[config.mk]
export PLATFORM = sky130hd
export DESIGN_NAME = escaped_command_framer
export DESIGN_NICKNAME = d
export VERILOG_FILES = /design/src/hw/rtl/esc_frm_pkg.sv /design/src/hw/rtl/escaped_command_framer.sv
export SDC_FILE = /design/constraint.sdc
export NUM_CORES = 1
export LEC_CHECK = 0
export ABC_AREA = 1
export BUFFER_PORTS_ARGS = -buffer_cell sky130_fd_sc_hd__buf_4
export CORE_ASPECT_RATIO = 0.5
export CORE_MARGIN = 2
export CORE_UTILIZATION = 58
export DETAILED_ROUTE_END_ITERATION = 7
export GPL_TIMING_DRIVEN = 0
export PLACE_DENSITY = 0.8
export SETUP_SLACK_MARGIN = 0.05
export SYNTH_ARGS = -nofsm -noshare
export SYNTH_HDL_FRONTEND = slang
export SYNTH_SLANG_ARGS = --single-unit
[constraint.sdc]
create_clock -name clk -period 7.45 [get_ports clk]
set_input_delay 1.49 -clock clk [delete_from_list [all_inputs] [get_ports clk]]
set_output_delay 1.49 -clock clk [all_outputs]
set_load 0.05 [all_outputs]
[src/hw/rtl/esc_frm_pkg.sv]
// ----------------------------------------------------------------------------
// Escaped command framer package
// Frame marker bytes, field widths and defaults shared by the framer.
// ----------------------------------------------------------------------------
`timescale 1ns / 1ps

package esc_frm_pkg;

  // Frame marker bytes.
  localparam logic [7:0] MARK_START = 8'hA0;
  localparam logic [7:0] MARK_END   = 8'hA5;
  localparam logic [7:0] MARK_ESC   = 8'hA6;
  localparam logic [7:0] FLIP_MASK  = 8'h80;

  // Lowest byte value that must be escaped; the highest is MARK_ESC.
  localparam logic [7:0] ESC_LOW = 8'hA0;

  // Default mailbox size in bytes.
  localparam int FRAME_BYTES_DEF = 32;

  // Field widths.
  localparam int BYTE_W   = 8;
  localparam int LEN_W    = 4;
  localparam int WORD_W   = 32;
  localparam int OFS_OUT_W = 3;

  // Stream bus widths (fields packed from bit 0, padded to whole bytes).
  localparam int S_DATA_W = 16;
  localparam int M_DATA_W = 40;

endpackage

[src/hw/rtl/escaped_command_framer.sv]
// ----------------------------------------------------------------------------
// Escaped command framer
// Output: a word that an input byte completes is on the master side in the cycle
//   after the byte's transaction; a second closing word waits in the spare slot.
// Throughput: one input byte per cycle while the master side takes words; a
//   two-word closing byte holds the slave side off until its spare word moves.
// Reset: synchronous rst clears the frame state and empties both output slots.
//
// Wraps command bytes into a mailbox frame (START, length, escaped payload,
// END) and packs the framed bytes little-endian into 32-bit words, each with
// its word offset. The final word of a frame carries the doorbell flag.
// ----------------------------------------------------------------------------
`timescale 1ns / 1ps

module escaped_command_framer #(
  parameter int FRAME_BYTES = esc_frm_pkg::FRAME_BYTES_DEF
) (
  input  logic                             clk,
  input  logic                             rst,
  // Slave side: command bytes.
  input  logic                             s_tvalid,
  output logic                             s_tready,
  // s_tdata fields from bit 0: cmd_byte[7:0], cmd_length[11:8], zero pad.
  input  logic [esc_frm_pkg::S_DATA_W-1:0] s_tdata,
  input  logic                             s_tlast,   // is_last_byte
  // Master side: mailbox words.
  output logic                             m_tvalid,
  input  logic                             m_tready,
  // m_tdata fields from bit 0: mailbox_word[31:0], word_offset[34:32], zero pad.
  output logic [esc_frm_pkg::M_DATA_W-1:0] m_tdata,
  output logic                             m_tlast    // ring_doorbell
);

  // Number of words in one mailbox; the offset counter wraps at this value.
  localparam int WORDS = FRAME_BYTES / 4;
  localparam int OFS_W = (WORDS > 2) ? $clog2(WORDS) : 1;
  // Width used to bring the offset counter to the 3-bit output field.
  localparam int OFS_X_W = (OFS_W > esc_frm_pkg::OFS_OUT_W) ? OFS_W : esc_frm_pkg::OFS_OUT_W;

  // Frame state. Pending holds up to three framed bytes not yet sent, with
  // zeros above the valid count.
  logic [23:0]      pending;
  logic [1:0]       pending_cnt;
  logic [OFS_W-1:0] word_cnt;
  logic             inside_frame;

  // Output slot and a spare slot for the second word of a closing byte.
  logic                        out_valid;
  logic [31:0]                 out_word;
  logic [esc_frm_pkg::OFS_OUT_W-1:0] out_ofs;
  logic                        out_bell;
  logic                        spare_valid;
  logic [31:0]                 spare_word;
  logic [esc_frm_pkg::OFS_OUT_W-1:0] spare_ofs;

  // Per-transaction framing logic.
  logic        accept;
  logic        pop;
  logic [7:0]  cmd_byte;
  logic [3:0]  cmd_length;
  logic        esc_hit;
  logic        has_payload;
  logic        closing;
  logic [1:0]  hdr_n;
  logic [1:0]  pay_n;
  logic [15:0] pay_v;
  logic [39:0] tail;
  logic [63:0] fbuf;
  logic [3:0]  n_bytes;
  logic        emit0;
  logic        emit1;
  logic        bell0;
  logic [OFS_W-1:0]   ofs_inc0;
  logic [OFS_X_W-1:0] ofs_x0;
  logic [OFS_X_W-1:0] ofs_x1;

  logic [23:0]      pending_next;
  logic [1:0]       pending_cnt_next;
  logic [OFS_W-1:0] word_cnt_next;
  logic             inside_frame_next;

  assign cmd_byte   = s_tdata[7:0];
  assign cmd_length = s_tdata[11:8];

  // The slave side waits only while a spare word is queued, or the output
  // slot is full and not being taken.
  assign s_tready = !spare_valid && (!out_valid || m_tready);
  assign accept   = s_tvalid && s_tready;
  assign pop      = out_valid && m_tready;

  assign m_tvalid = out_valid;
  assign m_tlast  = out_bell;
  assign m_tdata  = {5'b0, out_ofs, out_word};

  // Offsets of the first and second word this transaction may produce.
  assign ofs_inc0 = (word_cnt == OFS_W'(WORDS - 1)) ? '0 : word_cnt + 1'b1;
  assign ofs_x0   = OFS_X_W'(word_cnt);
  assign ofs_x1   = OFS_X_W'(ofs_inc0);

  always_comb begin
    // Bytes in the ESC range are escaped as ESC followed by byte XOR 0x80.
    esc_hit     = (cmd_byte >= esc_frm_pkg::ESC_LOW) && (cmd_byte <= esc_frm_pkg::MARK_ESC);
    // A first byte with length zero opens and closes an empty frame.
    has_payload = inside_frame || (cmd_length != 4'd0);
    closing     = s_tlast || !has_payload;
    hdr_n       = inside_frame ? 2'd0 : 2'd2;

    if (!has_payload) begin
      pay_n = 2'd0;
      pay_v = 16'h0;
    end else if (esc_hit) begin
      pay_n = 2'd2;
      pay_v = {cmd_byte ^ esc_frm_pkg::FLIP_MASK, esc_frm_pkg::MARK_ESC};
    end else begin
      pay_n = 2'd1;
      pay_v = {8'h0, cmd_byte};
    end

    // New framed bytes of this transaction, in order, from byte 0 up.
    tail = inside_frame ? 40'h0 : 40'({4'h0, cmd_length, esc_frm_pkg::MARK_START});
    tail = tail | (40'(pay_v) << {hdr_n, 3'b000});
    if (closing) begin
      tail = tail | (40'(esc_frm_pkg::MARK_END) << {3'(hdr_n) + 3'(pay_n), 3'b000});
    end

    // Pending bytes come first, then the new ones.
    fbuf    = 64'(pending) | (64'(tail) << {pending_cnt, 3'b000});
    n_bytes = 4'(pending_cnt) + 4'(hdr_n) + 4'(pay_n) + 4'(closing);

    // A closing transaction flushes everything, up to two words; otherwise
    // only a completed word leaves.
    emit0 = closing || (n_bytes >= 4'd4);
    emit1 = closing && (n_bytes > 4'd4);
    bell0 = closing && (n_bytes <= 4'd4);

    if (closing) begin
      pending_next      = 24'h0;
      pending_cnt_next  = 2'd0;
      word_cnt_next     = '0;
      inside_frame_next = 1'b0;
    end else if (n_bytes >= 4'd4) begin
      pending_next      = fbuf[55:32];
      pending_cnt_next  = 2'(n_bytes - 4'd4);
      word_cnt_next     = ofs_inc0;
      inside_frame_next = 1'b1;
    end else begin
      pending_next      = fbuf[23:0];
      pending_cnt_next  = 2'(n_bytes);
      word_cnt_next     = word_cnt;
      inside_frame_next = 1'b1;
    end
  end

  // Frame state, updated on each accepted transaction.
  always_ff @(posedge clk) begin
    if (rst) begin
      pending      <= 24'h0;
      pending_cnt  <= 2'd0;
      word_cnt     <= '0;
      inside_frame <= 1'b0;
    end else if (accept) begin
      pending      <= pending_next;
      pending_cnt  <= pending_cnt_next;
      word_cnt     <= word_cnt_next;
      inside_frame <= inside_frame_next;
    end
  end

  // Result registers. The spare slot always holds a doorbell word, so it
  // carries no flag of its own.
  always_ff @(posedge clk) begin
    if (rst) begin
      out_valid   <= 1'b0;
      spare_valid <= 1'b0;
    end else if (spare_valid && pop) begin
      out_valid   <= 1'b1;
      spare_valid <= 1'b0;
    end else if (accept && emit0) begin
      out_valid   <= 1'b1;
      spare_valid <= emit1;
    end else if (pop) begin
      out_valid   <= 1'b0;
    end
  end

  always_ff @(posedge clk) begin
    if (spare_valid && pop) begin
      out_word <= spare_word;
      out_ofs  <= spare_ofs;
      out_bell <= 1'b1;
    end else if (accept && emit0) begin
      out_word <= fbuf[31:0];
      out_ofs  <= ofs_x0[esc_frm_pkg::OFS_OUT_W-1:0];
      out_bell <= bell0;
    end
    if (accept && emit1) begin
      spare_word <= fbuf[63:32];
      spare_ofs  <= ofs_x1[esc_frm_pkg::OFS_OUT_W-1:0];
    end
  end

  // A spare word only exists behind a full output slot.
  a_spare_behind_out: assert property (@(posedge clk) disable iff (rst)
    spare_valid |-> out_valid)
    else $error("spare word queued with empty output slot");

  // The word ahead of a spare word is never the frame's last.
  a_spare_first_no_bell: assert property (@(posedge clk) disable iff (rst)
    spare_valid |-> !out_bell)
    else $error("doorbell on a word that has a successor");

  // A closing byte leaves the block between frames.
  a_close_ends_frame: assert property (@(posedge clk) disable iff (rst)
    (accept && s_tlast) |=> !inside_frame)
    else $error("frame still open after closing byte");

  // An empty command is a single doorbell word.
  a_empty_one_word: assert property (@(posedge clk) disable iff (rst)
    (accept && !inside_frame && cmd_length == 4'd0) |=>
      (out_valid && out_bell && !spare_valid))
    else $error("empty command did not give a single doorbell word");

endmodule

==> metrics.txt <==
# TYPE chip_impl_metric gauge
chip_impl_metric{name="synth_top_area_frac",unit=""} 0.363
chip_impl_info{name="yosysTopAreaCell",value="sky130_fd_sc_hd__edfxtp_1"} 1
chip_impl_info{name="outcome",value="complete, no violations"} 1
chip_impl_metric{name="antenna_left",unit=""} 0
chip_impl_metric{name="worst-endpoint-arrival",unit="ns"} 5.52
chip_impl_metric{name="gr-usage-all-layers",unit=""} 0.362
chip_impl_metric{name="setup_viol",unit=""} 0
chip_impl_metric{name="synth-async-reset-ratio",unit=""} 0
chip_impl_metric{name="worst_skew_pair.late_latency",unit="ns"} 0.35
chip_impl_metric{name="final-max-slew-violation-count",unit=""} 0
chip_impl_metric{name="number_of_cells_in_the_design_after_placement",unit=""} 801
chip_impl_metric{name="via_count",unit=""} 4820
chip_impl_info{name="critPathLaunchType",value="primary input"} 1
chip_impl_metric{name="antenna_violations_before_repair",unit=""} 0
chip_impl_metric{name="die_w",unit="um"} 138
chip_impl_metric{name="clk_pin_slew",unit="ns"} 0.07
chip_impl_metric{name="ios",unit=""} 64
chip_impl_metric{name="drt_pre_antenna_iters",unit=""} 5
chip_impl_metric{name="grt_first_pass_wirelength",unit="mm"} 25.6
chip_impl_metric{name="cts.hold.buffers_added",unit=""} 0
chip_impl_metric{name="vias_in_the_first_global_route",unit=""} 4488
chip_impl_metric{name="core_area",unit="mm2"} 0.00871
chip_impl_metric{name="cts-resized-gates",unit=""} 0
chip_impl_info{name="cts_root_buffer",value="sky130_fd_sc_hd__clkbuf_16"} 1
chip_impl_metric{name="grt_start_max_net_pins",unit=""} 37
chip_impl_info{name="cts_tree",value="built"} 1
chip_impl_metric{name="layout_cell_share_with_drive_strength_beyond_1",unit=""} 0.187
chip_impl_metric{name="cts.htree.levels",unit=""} 3
chip_impl_metric{name="clock_skew",unit="ns"} 0.00431
chip_impl_metric{name="num-nets-final",unit=""} 723
chip_impl_metric{name="max_stage_delay",unit="ns"} 0.69
chip_impl_metric{name="dieArea",unit="mm2"} 0.00980
chip_impl_info{name="min-delay-path-class",value="reg2reg"} 1
chip_impl_metric{name="leakage",unit="nW"} 2.65
chip_impl_metric{name="critPathMaxFanout",unit=""} 36
chip_impl_metric{name="worst-slew-pin-transition",unit="ns"} 0.994
chip_impl_metric{name="synth_enable_flop_cells",unit=""} 63
chip_impl_metric{name="slew_headroom",unit=""} 0.334
chip_impl_metric{name="postSynthAreaPerCell",unit="um2"} 8.37
chip_impl_metric{name="worst_hold_slack",unit="ns"} 0.471
chip_impl_info{name="critPathKind",value="in2reg"} 1
chip_impl_metric{name="totalNegativeSetupSlack",unit="ns"} 0
chip_impl_metric{name="post_synth_num_cell_types",unit=""} 45
chip_impl_metric{name="hold_viol",unit=""} 0
chip_impl_metric{name="initial_core_util",unit=""} 0.598
chip_impl_metric{name="synth_seq_area_share",unit=""} 0.490
chip_impl_metric{name="syn_area",unit="mm2"} 0.00521
chip_impl_metric{name="detail_route.iter0.violations",unit=""} 639
chip_impl_metric{name="aggregate_routed_wire_length",unit="mm"} 17.0
chip_impl_info{name="cp_slowest_cell",value="sky130_fd_sc_hd__nand2_2"} 1
chip_impl_metric{name="num_rows",unit=""} 24
chip_impl_metric{name="ys.warnings.count",unit=""} 0
chip_impl_info{name="post_synth_main_area_contributors",value="sky130_fd_sc_hd__edfxtp_1 (36%), sky130_fd_sc_hd__dfxtp_1 (13%), sky130_fd_sc_hd__nand2_1 (13%), sky130_fd_sc_hd__nand3_1 (5.4%), sky130_fd_sc_hd__a21oi_1 (4.1%)"} 1
chip_impl_metric{name="ant_diodes",unit=""} 0
chip_impl_metric{name="clock_path_buffers",unit=""} 2
chip_impl_metric{name="io_buffer_count",unit=""} 53
chip_impl_metric{name="max_cap_viol_count",unit=""} 0
chip_impl_metric{name="clock.fmax",unit="MHz"} 189
chip_impl_metric{name="ir_drop",unit="mV"} 0.143
chip_impl_metric{name="finalWorstPathRequiredPeriod",unit="ns"} 5.28
chip_impl_metric{name="route.detailed.drc",unit=""} 0
chip_impl_metric{name="area_growth",unit="%"} 17.2
chip_impl_metric{name="die_height",unit="um"} 71.0
chip_impl_info{name="critPathCaptureType",value="flop"} 1
chip_impl_info{name="grt_setup_unrepaired",value="no"} 1
chip_impl_metric{name="cellPowerDensity",unit="mW/mm2"} 249
chip_impl_metric{name="ff2ff_setup_slack",unit="ns"} 2.35
chip_impl_metric{name="synth_seq_cells",unit=""} 96
chip_impl_metric{name="fill_cells",unit=""} 713
chip_impl_metric{name="grt_overflow",unit=""} 0
chip_impl_metric{name="non_filler_cells_in_the_finished_layout",unit=""} 817
chip_impl_info{name="synth_flop_cell",value="sky130_fd_sc_hd__edfxtp_1"} 1
chip_impl_metric{name="post-route-period-util",unit=""} 0.709
chip_impl_metric{name="postCtsSetupBuffers",unit=""} 0
chip_impl_metric{name="route.detailed.wl_per_inst",unit="um"} 20.8
chip_impl_metric{name="finalWeightedCongestion",unit=""} 1.02
chip_impl_info{name="timing.critical_path.cells",value="buf_4 -> nor2_4 -> nand2_4 -> nor2_8 -> nand2_4 -> fa_1 -> inv_1 -> ha_1 -> ha_1 -> nor2_4 -> inv_1 -> o21ai_1 -> nand2_2 -> o21ai_0 -> inv_1"} 1
chip_impl_metric{name="vias_per_cell",unit=""} 5.90
chip_impl_metric{name="numClockSinks",unit=""} 96
chip_impl_metric{name="synth_cells",unit=""} 622
chip_impl_info{name="path_common_cell",value="sky130_fd_sc_hd__inv_1"} 1
chip_impl_metric{name="cp.required",unit="ns"} 7.69
chip_impl_metric{name="post-dp-hpwl",unit="mm"} 12.0
chip_impl_metric{name="number_of_cts_inserted_buffers",unit=""} 9
[area by class of cell]
class                      count  area, um2  share of cell area
buffer                        36        180              0.0295
clock buffer                   9        225              0.0369
timing repair buffer          55        424              0.0695
multi-input combinational    438       2290               0.375
clock inverter                 7       65.1              0.0107
sequential                    96       2550               0.418
inverter                      59        221              0.0363
tap                          117        146              0.0240
[Yosys cell counts (3+ instances only)]
library cell	n
sky130_fd_sc_hd__nand2_1	176
sky130_fd_sc_hd__edfxtp_1	63
sky130_fd_sc_hd__nand3_1	56
sky130_fd_sc_hd__inv_1	51
sky130_fd_sc_hd__a21oi_1	43
sky130_fd_sc_hd__nor2_1	39
sky130_fd_sc_hd__dfxtp_1	33
sky130_fd_sc_hd__o21ai_0	22
sky130_fd_sc_hd__a31oi_1	15
sky130_fd_sc_hd__clkbuf_1	14
sky130_fd_sc_hd__buf_2	9
sky130_fd_sc_hd__o211ai_1	8
sky130_fd_sc_hd__nor3_1	7
sky130_fd_sc_hd__buf_1	6
sky130_fd_sc_hd__inv_2	6
sky130_fd_sc_hd__nand2_2	6
sky130_fd_sc_hd__o21ai_1	6
sky130_fd_sc_hd__buf_4	5
sky130_fd_sc_hd__ha_1	5
sky130_fd_sc_hd__nand4_1	5
sky130_fd_sc_hd__nand2_4	4
sky130_fd_sc_hd__nand3_2	4
sky130_fd_sc_hd__nor2_4	4
sky130_fd_sc_hd__nor2_2	3
sky130_fd_sc_hd__nor2_8	3
sky130_fd_sc_hd__o21a_1	3
sky130_fd_sc_hd__o21bai_1	3
[path summary, 6_finish.rpt]
| check | startpoint | end | cells past startpoint |
|---|---|---|---|
| min reg2reg | pending[12] | pending[12] | 2 |
| min | pending[12] | pending[12] | 2 |
| max reg2reg | pending_cnt[1] | m_tvalid | 13 |
| max | s_tdata[3] | m_tvalid | 15 |
[critical path, delay by kind of cell]
| family | cells | cell delay (ns) |
|---|---|---|
| buffers and inverters | 4 | 0.51 |
| adders and majority gates | 3 | 1.05 |
| and+or+nand+nor | 6 | 1.56 |
| AOI/OAI and AO/OA | 2 | 0.89 |
[registers in the layout, summed over array words and instances (netlist names), 2 cells and up]
| register | flops |
|---|---|
| spare_word | 25 |
| out_ofs | 3 |
| ofs_x0 | 3 |
| pending_cnt | 2 |
| pending | 24 |
| spare_ofs | 3 |
| out_word | 32 |
[cells by family (layout without fill, tap and decap cells)]
group / Yosys count / after routing / share of synthesized area
AO/OA/AOI/OAI: 110 / 110 / 0.126
adder cells (fa/ha/maj): 7 / 7 / 0.0197
buffers and inverters: 95 / 166 / 0.0771
flip-flops: 96 / 96 / 0.490
other: 1 / 8 / 0.000720
AND/OR/NAND/NOR: 313 / 313 / 0.286
[per-layer routing]
layer / vias to the layer above / share of wire / global-route usage
li1: 2228 / - / -
met1: 2252 / 0.43 / 0.540
met2: 310 / 0.43 / 0.512
met3: 30 / 0.13 / 0.106
met4: 0 / 0.018 / 0.0998
met5: - / 0 / 0
[power by group]
part | internal (mW) | switching, mW | leakage (nW)
registers | 0.628 | 0.0178 | 0.872
logic | 0.111 | 0.305 | 1.64
clock network | 0.234 | 0.222 | 0.137
total | 0.972 | 0.545 | 2.65
[layout by cell type (no fill, tap or decap), types with 7 or more instances in the layout]
master,synthesis,layout
sky130_fd_sc_hd__a21oi_1,43,43
sky130_fd_sc_hd__o21ai_0,22,22
sky130_fd_sc_hd__inv_1,51,51
sky130_fd_sc_hd__conb_1,1,8
sky130_fd_sc_hd__dfxtp_1,33,33
sky130_fd_sc_hd__clkbuf_1,14,14
sky130_fd_sc_hd__nand2_1,176,175
sky130_fd_sc_hd__o211ai_1,8,8
sky130_fd_sc_hd__nor2_1,39,39
sky130_fd_sc_hd__a31oi_1,15,15
sky130_fd_sc_hd__clkbuf_16,0,9
sky130_fd_sc_hd__buf_4,5,58
sky130_fd_sc_hd__buf_2,9,9
sky130_fd_sc_hd__nand2_2,6,7
sky130_fd_sc_hd__edfxtp_1,63,63
sky130_fd_sc_hd__nand3_1,56,56
[metrics by stage]
stage	area (um2)	power, mW	worst slack, ns	utilization
after floorplan	5230	0.933	1.82	-
after global placement	5780	1.05	0.00405	0.663
after detailed placement	5810	1.06	1.86	0.667
after CTS	6100	1.51	2.19	0.701
after global routing	6100	1.56	1.96	0.701
final	6100	1.52	2.17	0.701
Note: power is estimated with default switching activity, not from simulation.
